`src/rtl/mck_pkg.sv`:
```
`default_nettype none
// ----------------------------------------------------------------------------
// mck_pkg
// Shared types, constants and the Morse pattern lookup for the keyer.
// ----------------------------------------------------------------------------
package mck_pkg;

    // widths of the beat fields
    localparam int CHAR_W  = 8;
    localparam int UNIT_W  = 16;
    localparam int UNITS_W = 3;
    localparam int TIME_W  = 19;
    localparam int PAT_W   = 6;
    localparam int LEN_W   = 3;

    // case folding window and space code
    localparam logic [CHAR_W-1:0] FOLD_LO     = 8'd96;
    localparam logic [CHAR_W-1:0] FOLD_HI     = 8'd123;
    localparam logic [CHAR_W-1:0] CASE_OFFSET = 8'd32;
    localparam logic [CHAR_W-1:0] SPACE_CODE  = 8'd32;

    // segment lengths in units
    localparam logic [UNITS_W-1:0] UNITS_DOT   = 3'd1;
    localparam logic [UNITS_W-1:0] UNITS_DASH  = 3'd3;
    localparam logic [UNITS_W-1:0] UNITS_OFF   = 3'd1;
    localparam logic [UNITS_W-1:0] UNITS_GAP   = 3'd2;
    localparam logic [UNITS_W-1:0] UNITS_SPACE = 3'd6;

    localparam logic [UNIT_W-1:0] UNIT_TIME_RST = 16'd85;

    // element pattern: dash = 1, first element in bit 0
    typedef struct packed {
        logic             known;
        logic [LEN_W-1:0] len;
        logic [PAT_W-1:0] dashes;
    } t_pattern;

    // controller to datapath
    typedef struct packed {
        logic               load;
        logic               shift;
        logic               emit;
        logic               key_on;
        logic [UNITS_W-1:0] units;
        logic               last;
    } t_cmd;

    // datapath to controller
    typedef struct packed {
        logic is_space;
        logic known;
        logic elem_dash;
        logic last_elem;
        logic out_free;
    } t_sts;

    // fold lower case a to z onto upper case
    function automatic logic [CHAR_W-1:0] fold_case(input logic [CHAR_W-1:0] c);
        logic [CHAR_W-1:0] f;
        f = c;
        if ((c > FOLD_LO) && (c < FOLD_HI)) begin
            f = c - CASE_OFFSET;
        end
        return f;
    endfunction

    function automatic t_pattern mk(input logic [LEN_W-1:0] len,
                                    input logic [PAT_W-1:0] dashes);
        t_pattern p;
        p.known  = 1'b1;
        p.len    = len;
        p.dashes = dashes;
        return p;
    endfunction

    // international Morse table, takes a folded character
    function automatic t_pattern lookup(input logic [CHAR_W-1:0] c);
        t_pattern p;
        p = '0;
        case (c)
            "A": p = mk(3'd2, 6'b000010);
            "B": p = mk(3'd4, 6'b000001);
            "C": p = mk(3'd4, 6'b000101);
            "D": p = mk(3'd3, 6'b000001);
            "E": p = mk(3'd1, 6'b000000);
            "F": p = mk(3'd4, 6'b000100);
            "G": p = mk(3'd3, 6'b000011);
            "H": p = mk(3'd4, 6'b000000);
            "I": p = mk(3'd2, 6'b000000);
            "J": p = mk(3'd4, 6'b001110);
            "K": p = mk(3'd3, 6'b000101);
            "L": p = mk(3'd4, 6'b000010);
            "M": p = mk(3'd2, 6'b000011);
            "N": p = mk(3'd2, 6'b000001);
            "O": p = mk(3'd3, 6'b000111);
            "P": p = mk(3'd4, 6'b000110);
            "Q": p = mk(3'd4, 6'b001011);
            "R": p = mk(3'd3, 6'b000010);
            "S": p = mk(3'd3, 6'b000000);
            "T": p = mk(3'd1, 6'b000001);
            "U": p = mk(3'd3, 6'b000100);
            "V": p = mk(3'd4, 6'b001000);
            "W": p = mk(3'd3, 6'b000110);
            "X": p = mk(3'd4, 6'b001001);
            "Y": p = mk(3'd4, 6'b001101);
            "Z": p = mk(3'd4, 6'b000011);
            "0": p = mk(3'd5, 6'b011111);
            "1": p = mk(3'd5, 6'b011110);
            "2": p = mk(3'd5, 6'b011100);
            "3": p = mk(3'd5, 6'b011000);
            "4": p = mk(3'd5, 6'b010000);
            "5": p = mk(3'd5, 6'b000000);
            "6": p = mk(3'd5, 6'b000001);
            "7": p = mk(3'd5, 6'b000011);
            "8": p = mk(3'd5, 6'b000111);
            "9": p = mk(3'd5, 6'b001111);
            "?": p = mk(3'd6, 6'b001100);
            "=": p = mk(3'd5, 6'b010001);
            ",": p = mk(3'd6, 6'b110011);
            "/": p = mk(3'd5, 6'b001001);
            default: p = '0;
        endcase
        return p;
    endfunction

endpackage
`default_nettype wire

```
`src/rtl/mck_if.sv`:
```
`default_nettype none
// ----------------------------------------------------------------------------
// mck_if
// Valid/ready channels of the keyer: character in, segment out, config write.
// ----------------------------------------------------------------------------
interface mck_char_if;
    logic       valid;
    logic       ready;
    logic [7:0] char_code;
    modport source (output valid, output char_code, input ready);
    modport sink   (input valid, input char_code, output ready);
endinterface

interface mck_seg_if;
    logic        valid;
    logic        ready;
    logic        key_on;
    logic [2:0]  segment_units;
    logic [18:0] segment_time;
    logic        last;
    modport source (output valid, output key_on, output segment_units,
                    output segment_time, output last, input ready);
    modport sink   (input valid, input key_on, input segment_units,
                    input segment_time, input last, output ready);
endinterface

interface mck_cfg_if;
    logic        valid;
    logic        ready;
    logic [15:0] unit_time;
    modport source (output valid, output unit_time, input ready);
    modport sink   (input valid, input unit_time, output ready);
endinterface
`default_nettype wire

```
`src/rtl/mck_ctrl.sv`:
```
`default_nettype none
// ----------------------------------------------------------------------------
// mck_ctrl
// Segment sequencer: steps through the elements of one character, one
// segment per free output slot.
// ----------------------------------------------------------------------------
module mck_ctrl (
    input  wire logic          i_clk,
    input  wire logic          i_rst_n,
    input  wire logic          i_char_valid,
    output logic               o_char_ready,
    input  mck_pkg::t_sts      i_sts,
    output mck_pkg::t_cmd      o_cmd
);
    import mck_pkg::*;

    typedef enum logic [4:0] {
        S_IDLE     = 5'b00001,
        S_ELEM_ON  = 5'b00010,
        S_ELEM_OFF = 5'b00100,
        S_GAP      = 5'b01000,
        S_SPACE    = 5'b10000
    } t_state;

    t_state r_state, n_state;

    // next state and datapath commands
    always_comb begin
        n_state      = r_state;
        o_cmd        = '0;
        o_char_ready = 1'b0;
        case (r_state)
            S_IDLE: begin
                o_char_ready = 1'b1;
                if (i_char_valid) begin
                    if (i_sts.is_space) begin
                        n_state = S_SPACE;
                    end else if (i_sts.known) begin
                        o_cmd.load = 1'b1;
                        n_state    = S_ELEM_ON;
                    end
                end
            end
            S_ELEM_ON: begin
                if (i_sts.out_free) begin
                    o_cmd.emit   = 1'b1;
                    o_cmd.key_on = 1'b1;
                    o_cmd.units  = i_sts.elem_dash ? UNITS_DASH : UNITS_DOT;
                    n_state      = S_ELEM_OFF;
                end
            end
            S_ELEM_OFF: begin
                if (i_sts.out_free) begin
                    o_cmd.emit  = 1'b1;
                    o_cmd.units = UNITS_OFF;
                    o_cmd.shift = 1'b1;
                    n_state     = i_sts.last_elem ? S_GAP : S_ELEM_ON;
                end
            end
            S_GAP: begin
                if (i_sts.out_free) begin
                    o_cmd.emit  = 1'b1;
                    o_cmd.units = UNITS_GAP;
                    o_cmd.last  = 1'b1;
                    n_state     = S_IDLE;
                end
            end
            S_SPACE: begin
                if (i_sts.out_free) begin
                    o_cmd.emit  = 1'b1;
                    o_cmd.units = UNITS_SPACE;
                    o_cmd.last  = 1'b1;
                    n_state     = S_IDLE;
                end
            end
            default: begin
                n_state = S_IDLE;
            end
        endcase
    end

    // state register
    always_ff @(posedge i_clk) begin
        if (!i_rst_n) begin
            r_state <= S_IDLE;
        end else begin
            r_state <= n_state;
        end
    end

    // a segment is only pushed into a free output slot
    a_emit_free: assert property (@(posedge i_clk) disable iff (!i_rst_n)
        o_cmd.emit |-> i_sts.out_free)
        else $error("segment emitted into occupied output slot");

    // nothing is emitted while waiting for a character
    a_idle_quiet: assert property (@(posedge i_clk) disable iff (!i_rst_n)
        (r_state == S_IDLE) |-> (!o_cmd.emit && !o_cmd.shift))
        else $error("idle controller issued a segment");

    // the closing gap always returns to idle
    a_gap_done: assert property (@(posedge i_clk) disable iff (!i_rst_n)
        (r_state == S_GAP && i_sts.out_free) |=> (r_state == S_IDLE))
        else $error("closing gap did not end the character");

    // only the final segment carries last
    a_last_end: assert property (@(posedge i_clk) disable iff (!i_rst_n)
        (o_cmd.emit && o_cmd.last) |=> (r_state == S_IDLE))
        else $error("last flagged on a segment that is not final");

endmodule
`default_nettype wire

```
`src/rtl/mck_datapath.sv`:
```
`default_nettype none
// ----------------------------------------------------------------------------
// mck_datapath
// Pattern lookup, element shift register, unit time register and the
// registered segment output with its tick multiply.
// ----------------------------------------------------------------------------
module mck_datapath (
    input  wire logic          i_clk,
    input  wire logic          i_rst_n,
    input  wire logic [7:0]    i_char_code,
    input  wire logic          i_cfg_we,
    input  wire logic [15:0]   i_cfg_unit_time,
    input  wire logic          i_out_ready,
    input  mck_pkg::t_cmd      i_cmd,
    output mck_pkg::t_sts      o_sts,
    output logic               o_out_valid,
    output logic               o_key_on,
    output logic [2:0]         o_segment_units,
    output logic [18:0]        o_segment_time,
    output logic               o_last
);
    import mck_pkg::*;

    logic [UNIT_W-1:0]  r_unit_time;
    logic [PAT_W-1:0]   r_pattern;
    logic [LEN_W-1:0]   r_elems_left;
    logic               r_out_valid;
    logic               r_key_on;
    logic [UNITS_W-1:0] r_units;
    logic [TIME_W-1:0]  r_time;
    logic               r_last;

    logic [CHAR_W-1:0]  w_folded;
    t_pattern           w_pat;
    logic [TIME_W-1:0]  w_time;

    // lookup of the character on the input channel
    assign w_folded = fold_case(i_char_code);
    assign w_pat    = lookup(w_folded);

    assign o_sts.is_space  = (w_folded == SPACE_CODE);
    assign o_sts.known     = w_pat.known;
    assign o_sts.elem_dash = r_pattern[0];
    assign o_sts.last_elem = (r_elems_left == LEN_W'(1));
    assign o_sts.out_free  = !r_out_valid || i_out_ready;

    // segment ticks: units times unit time
    assign w_time = TIME_W'(i_cmd.units) * TIME_W'(r_unit_time);

    // unit time register
    always_ff @(posedge i_clk) begin
        if (!i_rst_n) begin
            r_unit_time <= UNIT_TIME_RST;
        end else if (i_cfg_we) begin
            r_unit_time <= i_cfg_unit_time;
        end
    end

    // element shift register and count
    always_ff @(posedge i_clk) begin
        if (!i_rst_n) begin
            r_pattern    <= '0;
            r_elems_left <= '0;
        end else if (i_cmd.load) begin
            r_pattern    <= w_pat.dashes;
            r_elems_left <= w_pat.len;
        end else if (i_cmd.shift) begin
            r_pattern    <= r_pattern >> 1;
            r_elems_left <= r_elems_left - LEN_W'(1);
        end
    end

    // output beat valid
    always_ff @(posedge i_clk) begin
        if (!i_rst_n) begin
            r_out_valid <= 1'b0;
        end else if (i_cmd.emit) begin
            r_out_valid <= 1'b1;
        end else if (i_out_ready) begin
            r_out_valid <= 1'b0;
        end
    end

    // output beat payload
    always_ff @(posedge i_clk) begin
        if (i_cmd.emit) begin
            r_key_on <= i_cmd.key_on;
            r_units  <= i_cmd.units;
            r_time   <= w_time;
            r_last   <= i_cmd.last;
        end
    end

    assign o_out_valid     = r_out_valid;
    assign o_key_on        = r_key_on;
    assign o_segment_units = r_units;
    assign o_segment_time  = r_time;
    assign o_last          = r_last;

    // a loaded pattern always holds at least one element
    a_load_nonempty: assert property (@(posedge i_clk) disable iff (!i_rst_n)
        i_cmd.load |=> (r_elems_left != '0))
        else $error("empty pattern loaded");

    // shifting never runs past the last element
    a_shift_count: assert property (@(posedge i_clk) disable iff (!i_rst_n)
        i_cmd.shift |-> (r_elems_left != '0))
        else $error("element count underflow");

    // a pending segment has one of the legal lengths
    a_units_legal: assert property (@(posedge i_clk) disable iff (!i_rst_n)
        r_out_valid |-> (r_units == UNITS_DOT || r_units == UNITS_GAP ||
                         r_units == UNITS_DASH || r_units == UNITS_SPACE))
        else $error("illegal segment length");

endmodule
`default_nettype wire

```
`src/rtl/morse_character_keyer.sv`:
```
`default_nettype none
// ----------------------------------------------------------------------------
// morse_character_keyer
// International Morse encoder: one ASCII character in, key segments out.
// ----------------------------------------------------------------------------
// One character beat in produces its key segments on the output channel, one
// segment beat per cycle while the sink takes them. A character with n Morse
// elements gives 2n+1 segments: a key-on and a key-off segment per element,
// then the closing gap. A space gives one segment; an unknown character is
// taken and gives none. Output stalls hold the sequencer. The input is taken
// only between characters. unit_time may be written at any time the block is
// idle; its write channel is always ready.
module morse_character_keyer (
    input  wire logic i_clk,
    input  wire logic i_rst_n,
    mck_char_if.sink  i_char,
    mck_cfg_if.sink   i_cfg,
    mck_seg_if.source o_seg
);
    import mck_pkg::*;

    t_cmd w_cmd;
    t_sts w_sts;
    logic w_char_ready;

    assign i_char.ready = w_char_ready;
    assign i_cfg.ready  = 1'b1;

    // sequencer
    mck_ctrl u_ctrl (
        .i_clk        (i_clk),
        .i_rst_n      (i_rst_n),
        .i_char_valid (i_char.valid),
        .o_char_ready (w_char_ready),
        .i_sts        (w_sts),
        .o_cmd        (w_cmd)
    );

    // datapath
    mck_datapath u_datapath (
        .i_clk           (i_clk),
        .i_rst_n         (i_rst_n),
        .i_char_code     (i_char.char_code),
        .i_cfg_we        (i_cfg.valid),
        .i_cfg_unit_time (i_cfg.unit_time),
        .i_out_ready     (o_seg.ready),
        .i_cmd           (w_cmd),
        .o_sts           (w_sts),
        .o_out_valid     (o_seg.valid),
        .o_key_on        (o_seg.key_on),
        .o_segment_units (o_seg.segment_units),
        .o_segment_time  (o_seg.segment_time),
        .o_last          (o_seg.last)
    );

endmodule
`default_nettype wire
```
`src/flat_wrapper.sv`:
```
// flat-port wrapper written by rule: the top's interface ports become plain ports
module morse_character_keyer_flat import mck_pkg::*;
  (i_clk, i_rst_n, i_char_valid, i_char_char_code, i_char_ready, i_cfg_valid, i_cfg_unit_time, i_cfg_ready, o_seg_valid, o_seg_key_on, o_seg_segment_units, o_seg_segment_time, o_seg_last, o_seg_ready);
  mck_char_if i_char_i ();
  mck_cfg_if i_cfg_i ();
  mck_seg_if o_seg_i ();
  input  wire logic i_clk;
  input  wire logic i_rst_n;
  input wire logic [$bits(i_char_i.valid)-1:0] i_char_valid;
  input wire logic [$bits(i_char_i.char_code)-1:0] i_char_char_code;
  output wire logic [$bits(i_char_i.ready)-1:0] i_char_ready;
  input wire logic [$bits(i_cfg_i.valid)-1:0] i_cfg_valid;
  input wire logic [$bits(i_cfg_i.unit_time)-1:0] i_cfg_unit_time;
  output wire logic [$bits(i_cfg_i.ready)-1:0] i_cfg_ready;
  output wire logic [$bits(o_seg_i.valid)-1:0] o_seg_valid;
  output wire logic [$bits(o_seg_i.key_on)-1:0] o_seg_key_on;
  output wire logic [$bits(o_seg_i.segment_units)-1:0] o_seg_segment_units;
  output wire logic [$bits(o_seg_i.segment_time)-1:0] o_seg_segment_time;
  output wire logic [$bits(o_seg_i.last)-1:0] o_seg_last;
  input wire logic [$bits(o_seg_i.ready)-1:0] o_seg_ready;
  assign i_char_i.valid = i_char_valid;
  assign i_char_i.char_code = i_char_char_code;
  assign i_char_ready = i_char_i.ready;
  assign i_cfg_i.valid = i_cfg_valid;
  assign i_cfg_i.unit_time = i_cfg_unit_time;
  assign i_cfg_ready = i_cfg_i.ready;
  assign o_seg_valid = o_seg_i.valid;
  assign o_seg_key_on = o_seg_i.key_on;
  assign o_seg_segment_units = o_seg_i.segment_units;
  assign o_seg_segment_time = o_seg_i.segment_time;
  assign o_seg_last = o_seg_i.last;
  assign o_seg_i.ready = o_seg_ready;
  morse_character_keyer u_core (.i_clk(i_clk), .i_rst_n(i_rst_n), .i_char(i_char_i), .i_cfg(i_cfg_i), .o_seg(o_seg_i));
endmodule
```
`config.mk`:
```
export PLATFORM = sky130hd
export DESIGN_NAME = morse_character_keyer_flat
export DESIGN_NICKNAME = d
export VERILOG_FILES = /design/src/rtl/mck_pkg.sv /design/src/rtl/mck_if.sv /design/src/rtl/mck_ctrl.sv /design/src/rtl/mck_datapath.sv /design/src/rtl/morse_character_keyer.sv /design/src/flat_wrapper.sv
export SDC_FILE = /design/constraint.sdc
export NUM_CORES = 1
export LEC_CHECK = 0
export BUFFER_PORTS_ARGS = -buffer_cell sky130_fd_sc_hd__buf_2
export CORE_MARGIN = 8
export CORE_UTILIZATION = 38
export CTS_BUF_LIST = sky130_fd_sc_hd__clkbuf_8
export DETAILED_ROUTE_END_ITERATION = 10
export GPL_ROUTABILITY_DRIVEN = 1
export SLEW_MARGIN = 0
export SYNTH_ARGS = -nofsm -noshare
export SYNTH_HDL_FRONTEND = slang
export SYNTH_SLANG_ARGS = --single-unit
```
`constraint.sdc`:
```
create_clock -name i_clk -period 4.7 [get_ports i_clk]
set_input_delay 0 -clock i_clk [delete_from_list [all_inputs] [get_ports i_clk]]
set_output_delay 0 -clock i_clk [all_outputs]
set_load 0.01 [all_outputs]
```
==> flow_results.org <==
** Worst setup path
- Worst Setup End Kind :: register
- STA puts the critical path data required time at 4.76 ns.
- Max FO, Critical Path :: 17
- Startpoint class of the critical path :: register
- Type of the setup path with the least slack :: reg -> reg
- Data on the critical path arrives at its endpoint at 4.14 ns.

** Global routing
- Initial antenna violation count :: 0
- Maximum number of pins on one net before global-route repair :: 36
- The via count of the first global-routing pass is 3819.
- GRT Total Usage :: 13.7%
- For this run the aggregate overflow at the end of global routing stands at 0.
- Wire length of the first global-routing pass :: 17.6 mm

** Synthesis
- Cell area after synthesis :: 4440 um^2
- After technology mapping, the gate count stands at 512.
- Most used flip-flop cell after synthesis :: sky130_fd_sc_hd__dfxtp_1
- Most frequent cell after synthesis :: sky130_fd_sc_hd__nand2_1
- The commonest cells after synthesis are 62 x sky130_fd_sc_hd__nand2_1, 40 x sky130_fd_sc_hd__inv_1, 40 x sky130_fd_sc_hd__nor2_1.
- In the post-synthesis netlist, the biggest area contributors are sky130_fd_sc_hd__edfxtp_1 16%, sky130_fd_sc_hd__dfxtp_1 14%, sky130_fd_sc_hd__ha_1 7.9%.
- Post-synth top area share :: 16.2%
- Async set-or-reset flop fraction in the synthesized netlist :: 0%
- Synthesized flop and latch total :: 55
- The synthesized design contains 24 enable-type register cells.
- Yosys warns :: 0
- Averaged over all synthesized cells, the footprint is 8.67 um^2.
- Sequential cells were found to cover 30.2% of the synthesized design area.
- Distinct cell type count of the synthesized netlist :: 68
- Synthesis produced a netlist with a net count of 584.
- Summed over all instances, the cell type with the most area after synthesis is sky130_fd_sc_hd__edfxtp_1.

** Final layout
- For this run, the post-layout net count is 638.
- The repair_antennas step left the layout with diodes totalling 0.
- The layout has 1161 filler cells.
- Final cell count without fillers :: 710
- Cells with a size suffix above 1 make up 14.1% of the layout.
- Area taken by flip-flops and latches :: 1340 um^2
- Area delta synth->final :: 14.2%
- Area taken by multi-input logic gates :: 2840 um^2

** Clock network
- Hold_buf cts :: 16
- TritonCTS built the clock tree.
- CTS resizes :: 0
- After clock tree synthesis, the clock-pin slew on the worst setup and hold paths is 0.10 ns.
- Clk Latency, worst-skew pair :: 0.30 ns
- In this run, CTS created clock tree buffers numbering 5.
- The H-tree generated during clock tree synthesis spans 2 levels.
- Clock root cell :: sky130_fd_sc_hd__clkbuf_8
- The tree built by TritonCTS fans out to 55 sinks.
- The longest clock path from root to sink contains 2 buffers.
- The number of setup buffers added after CTS is 0.

** STA
- The total count of hold-check failures in the final report is 0.
- Final setup TNS :: 0 ns
- For this run, the top clock speed supported by timing is 245 MHz.
- Unrepaired setup endpoints after global routing :: false
- The worst path needs 4.08 ns of the cycle, external delays included.
- In this run the tightest slew margin relative to its limit is 58.3%.
- Setup violations remaining at the end of the flow were counted as 0.
- Period utilisation layout :: 86.8%
- Worst clock skew on the final layout :: 0.00897 ns
- The count of pins over their slew limit came to 0.
- Transition time at the pin with the least slew margin :: 0.622 ns

** Detailed routing
- For this run, design rule violations remaining after detail routing come to 0.
- Number of vias per cell :: 5.32
- DRT antenna net count :: 0
- For this run, the detailed router's first-pass iteration total came to 4.
- Number of DRC markers after the initial detailed-route iteration :: 177
- In the final routed layout, each cell accounts on average for 14.4 um.
- Routed vias :: 3775
- Total routed wirelength :: 10.2 mm

** Power
- Summing internal, switching and leakage power gives 0.00121 W.
- In this run the power density over the cells is 239 nW/um^2.
- IR analysis of the VDD net gives a maximum drop of 135 uV.
- Leakage power of the design :: 2.25 nW

** Flow run
- Across the run, the number of max-cap violations was 0.

** Place
- Placed wire-length estimate :: 7.81 mm
- Number of port buffers :: 54
- At the end of routability-driven placement, the weighted congestion stood at 0.848.
- Number of cells after detailed placement :: 686

** Floorplan
- In this run the vertical extent of the chip is 124 um.
- The core region is 11400 um^2.
- Initial core utilization :: 38.9%
- 56 I/O pins were placed.
- Chip width :: 124 um
- In this run the core area contains 39 standard-cell rows.
- The die covers 15400 um^2.

** Worst hold path
- Worst min path class :: in -> reg

** Run status
- Result of the run :: finished, final reports clean
critical path, cell delays in order (launching register included):
cell	delay (ns)
sky130_fd_sc_hd__dfxtp_1	0.33
sky130_fd_sc_hd__nand2b_1	0.12
sky130_fd_sc_hd__nand2b_1	0.12
sky130_fd_sc_hd__or3_1	0.35
sky130_fd_sc_hd__nor3_1	0.16
sky130_fd_sc_hd__buf_4	0.25
sky130_fd_sc_hd__nand2_1	0.11
sky130_fd_sc_hd__fa_1	0.54
sky130_fd_sc_hd__inv_1	0.04
sky130_fd_sc_hd__ha_1	0.32
sky130_fd_sc_hd__nor2b_1	0.16
sky130_fd_sc_hd__o31a_1	0.28
sky130_fd_sc_hd__a221oi_1	0.52
sky130_fd_sc_hd__o211a_1	0.29
sky130_fd_sc_hd__a31oi_1	0.11
sky130_fd_sc_hd__xor2_1	0.16
area by class of cell:
type                            instances  area share (%)
Clock buffer                            7            1.90
Timing Repair Buffer                   73            8.94
Multi-Input combinational cell        390            56.1
Sequential cell                        55            26.5
Clock inverter                          1          0.0741
Inverter                               41            3.04
Tap cell                              143            3.53
sequential cells by signal, indices dropped and copies added (netlist names):
| signal | cells |
|---|---|
| u_core.u_datapath.o_segment_time | 19 |
| u_core.u_datapath.r_unit_time | 16 |
| u_core.u_datapath.r_pattern | 6 |
| u_core.u_ctrl.r_state | 5 |
| u_core.u_datapath.o_segment_units | 3 |
| u_core.u_datapath.r_elems_left | 3 |
| u_core.u_datapath.o_key_on | 1 |
| u_core.u_datapath.o_last | 1 |
| u_core.u_datapath.o_out_valid | 1 |
cells by family (layout without fill, tap and decap cells):
group / after synthesis / in the layout / share of synthesized area [%]
adders and majority gates: 43 / 43 / 14.7
buffers and inverters: 67 / 122 / 5.89
and+or+nand+nor: 194 / 194 / 22.4
other: 1 / 1 / 0.0845
muxes: 28 / 28 / 6.96
AOI/OAI and AO/OA: 108 / 108 / 16.7
DFF: 55 / 55 / 30.2
xor gates and xnor gates: 16 / 16 / 3.16
path summary, 6_finish.rpt:
kind | depth (start not counted) | slack, ns | to | start
worst min-delay path | 2 | 0.03 | u_core.u_datapath.r_unit_time[0] | i_rst_n
worst max-delay path | 15 | 0.62 | u_core.u_datapath.o_segment_time[16] | u_core.u_datapath.o_out_valid
worst min register to register | 2 | 0.48 | u_core.u_datapath.r_pattern[2] | u_core.u_datapath.r_pattern[3]
worst max register to register | 15 | 0.62 | u_core.u_datapath.o_segment_time[16] | u_core.u_datapath.o_out_valid
where the power goes:
group	internal [W]	switching [W]	leakage (nW)
Sequential	0.000542	0.0000336	0.470
Clock	0.000133	0.000153	0.0557
Combinational	0.000149	0.000199	1.72
cell usage in the layout, fill, tap and decap left out, types with 5 or more instances in the layout:
master | synthesis | routed
sky130_fd_sc_hd__a211oi_1 | 5 | 5
sky130_fd_sc_hd__a21o_1 | 6 | 6
sky130_fd_sc_hd__a21oi_1 | 29 | 29
sky130_fd_sc_hd__a31oi_1 | 6 | 6
sky130_fd_sc_hd__and2_1 | 13 | 13
sky130_fd_sc_hd__and3_1 | 6 | 6
sky130_fd_sc_hd__buf_2 | 5 | 54
sky130_fd_sc_hd__clkbuf_8 | 0 | 7
sky130_fd_sc_hd__dfxtp_1 | 31 | 31
sky130_fd_sc_hd__dlygate4sd3_1 | 0 | 16
sky130_fd_sc_hd__edfxtp_1 | 24 | 24
sky130_fd_sc_hd__fa_1 | 15 | 15
sky130_fd_sc_hd__ha_1 | 28 | 28
sky130_fd_sc_hd__inv_1 | 40 | 41
sky130_fd_sc_hd__mux2i_1 | 23 | 23
sky130_fd_sc_hd__nand2_1 | 62 | 62
sky130_fd_sc_hd__nand2b_1 | 5 | 5
sky130_fd_sc_hd__nand3_1 | 17 | 17
sky130_fd_sc_hd__nor2_1 | 40 | 40
sky130_fd_sc_hd__nor2b_1 | 11 | 11
sky130_fd_sc_hd__nor3_1 | 12 | 11
sky130_fd_sc_hd__o21ai_0 | 17 | 17
sky130_fd_sc_hd__o21ai_1 | 7 | 7
sky130_fd_sc_hd__o22ai_1 | 5 | 5
sky130_fd_sc_hd__xnor2_1 | 12 | 12
per-layer routing:
layer | part of all wire (%) | global-route usage (%) | wire (um)
met4 | 0.80 | 3.12 | 82
met3 | 4.1 | 2.18 | 414
met5 | 0 | 0 | 0
met1 | 47 | 17.8 | 4770
met2 | 48 | 23.5 | 4960
stage by stage:
step / hold slack [ns] / util [%] / cell area [um^2] / worst slack (ns)
detailed placement: 0.233 / 42.1 / 4810 / 0.638
finish: 0.0297 / 44.4 / 5070 / 0.622
floorplan: 0.129 / - / 4440 / 0.563
CTS: 0.0213 / 44.4 / 5070 / 0.621
global placement: 0.235 / 42.1 / 4810 / 0.743
global route: 0.0287 / 44.4 / 5070 / 0.262
Note: power is estimated with default switching activity, not from simulation.
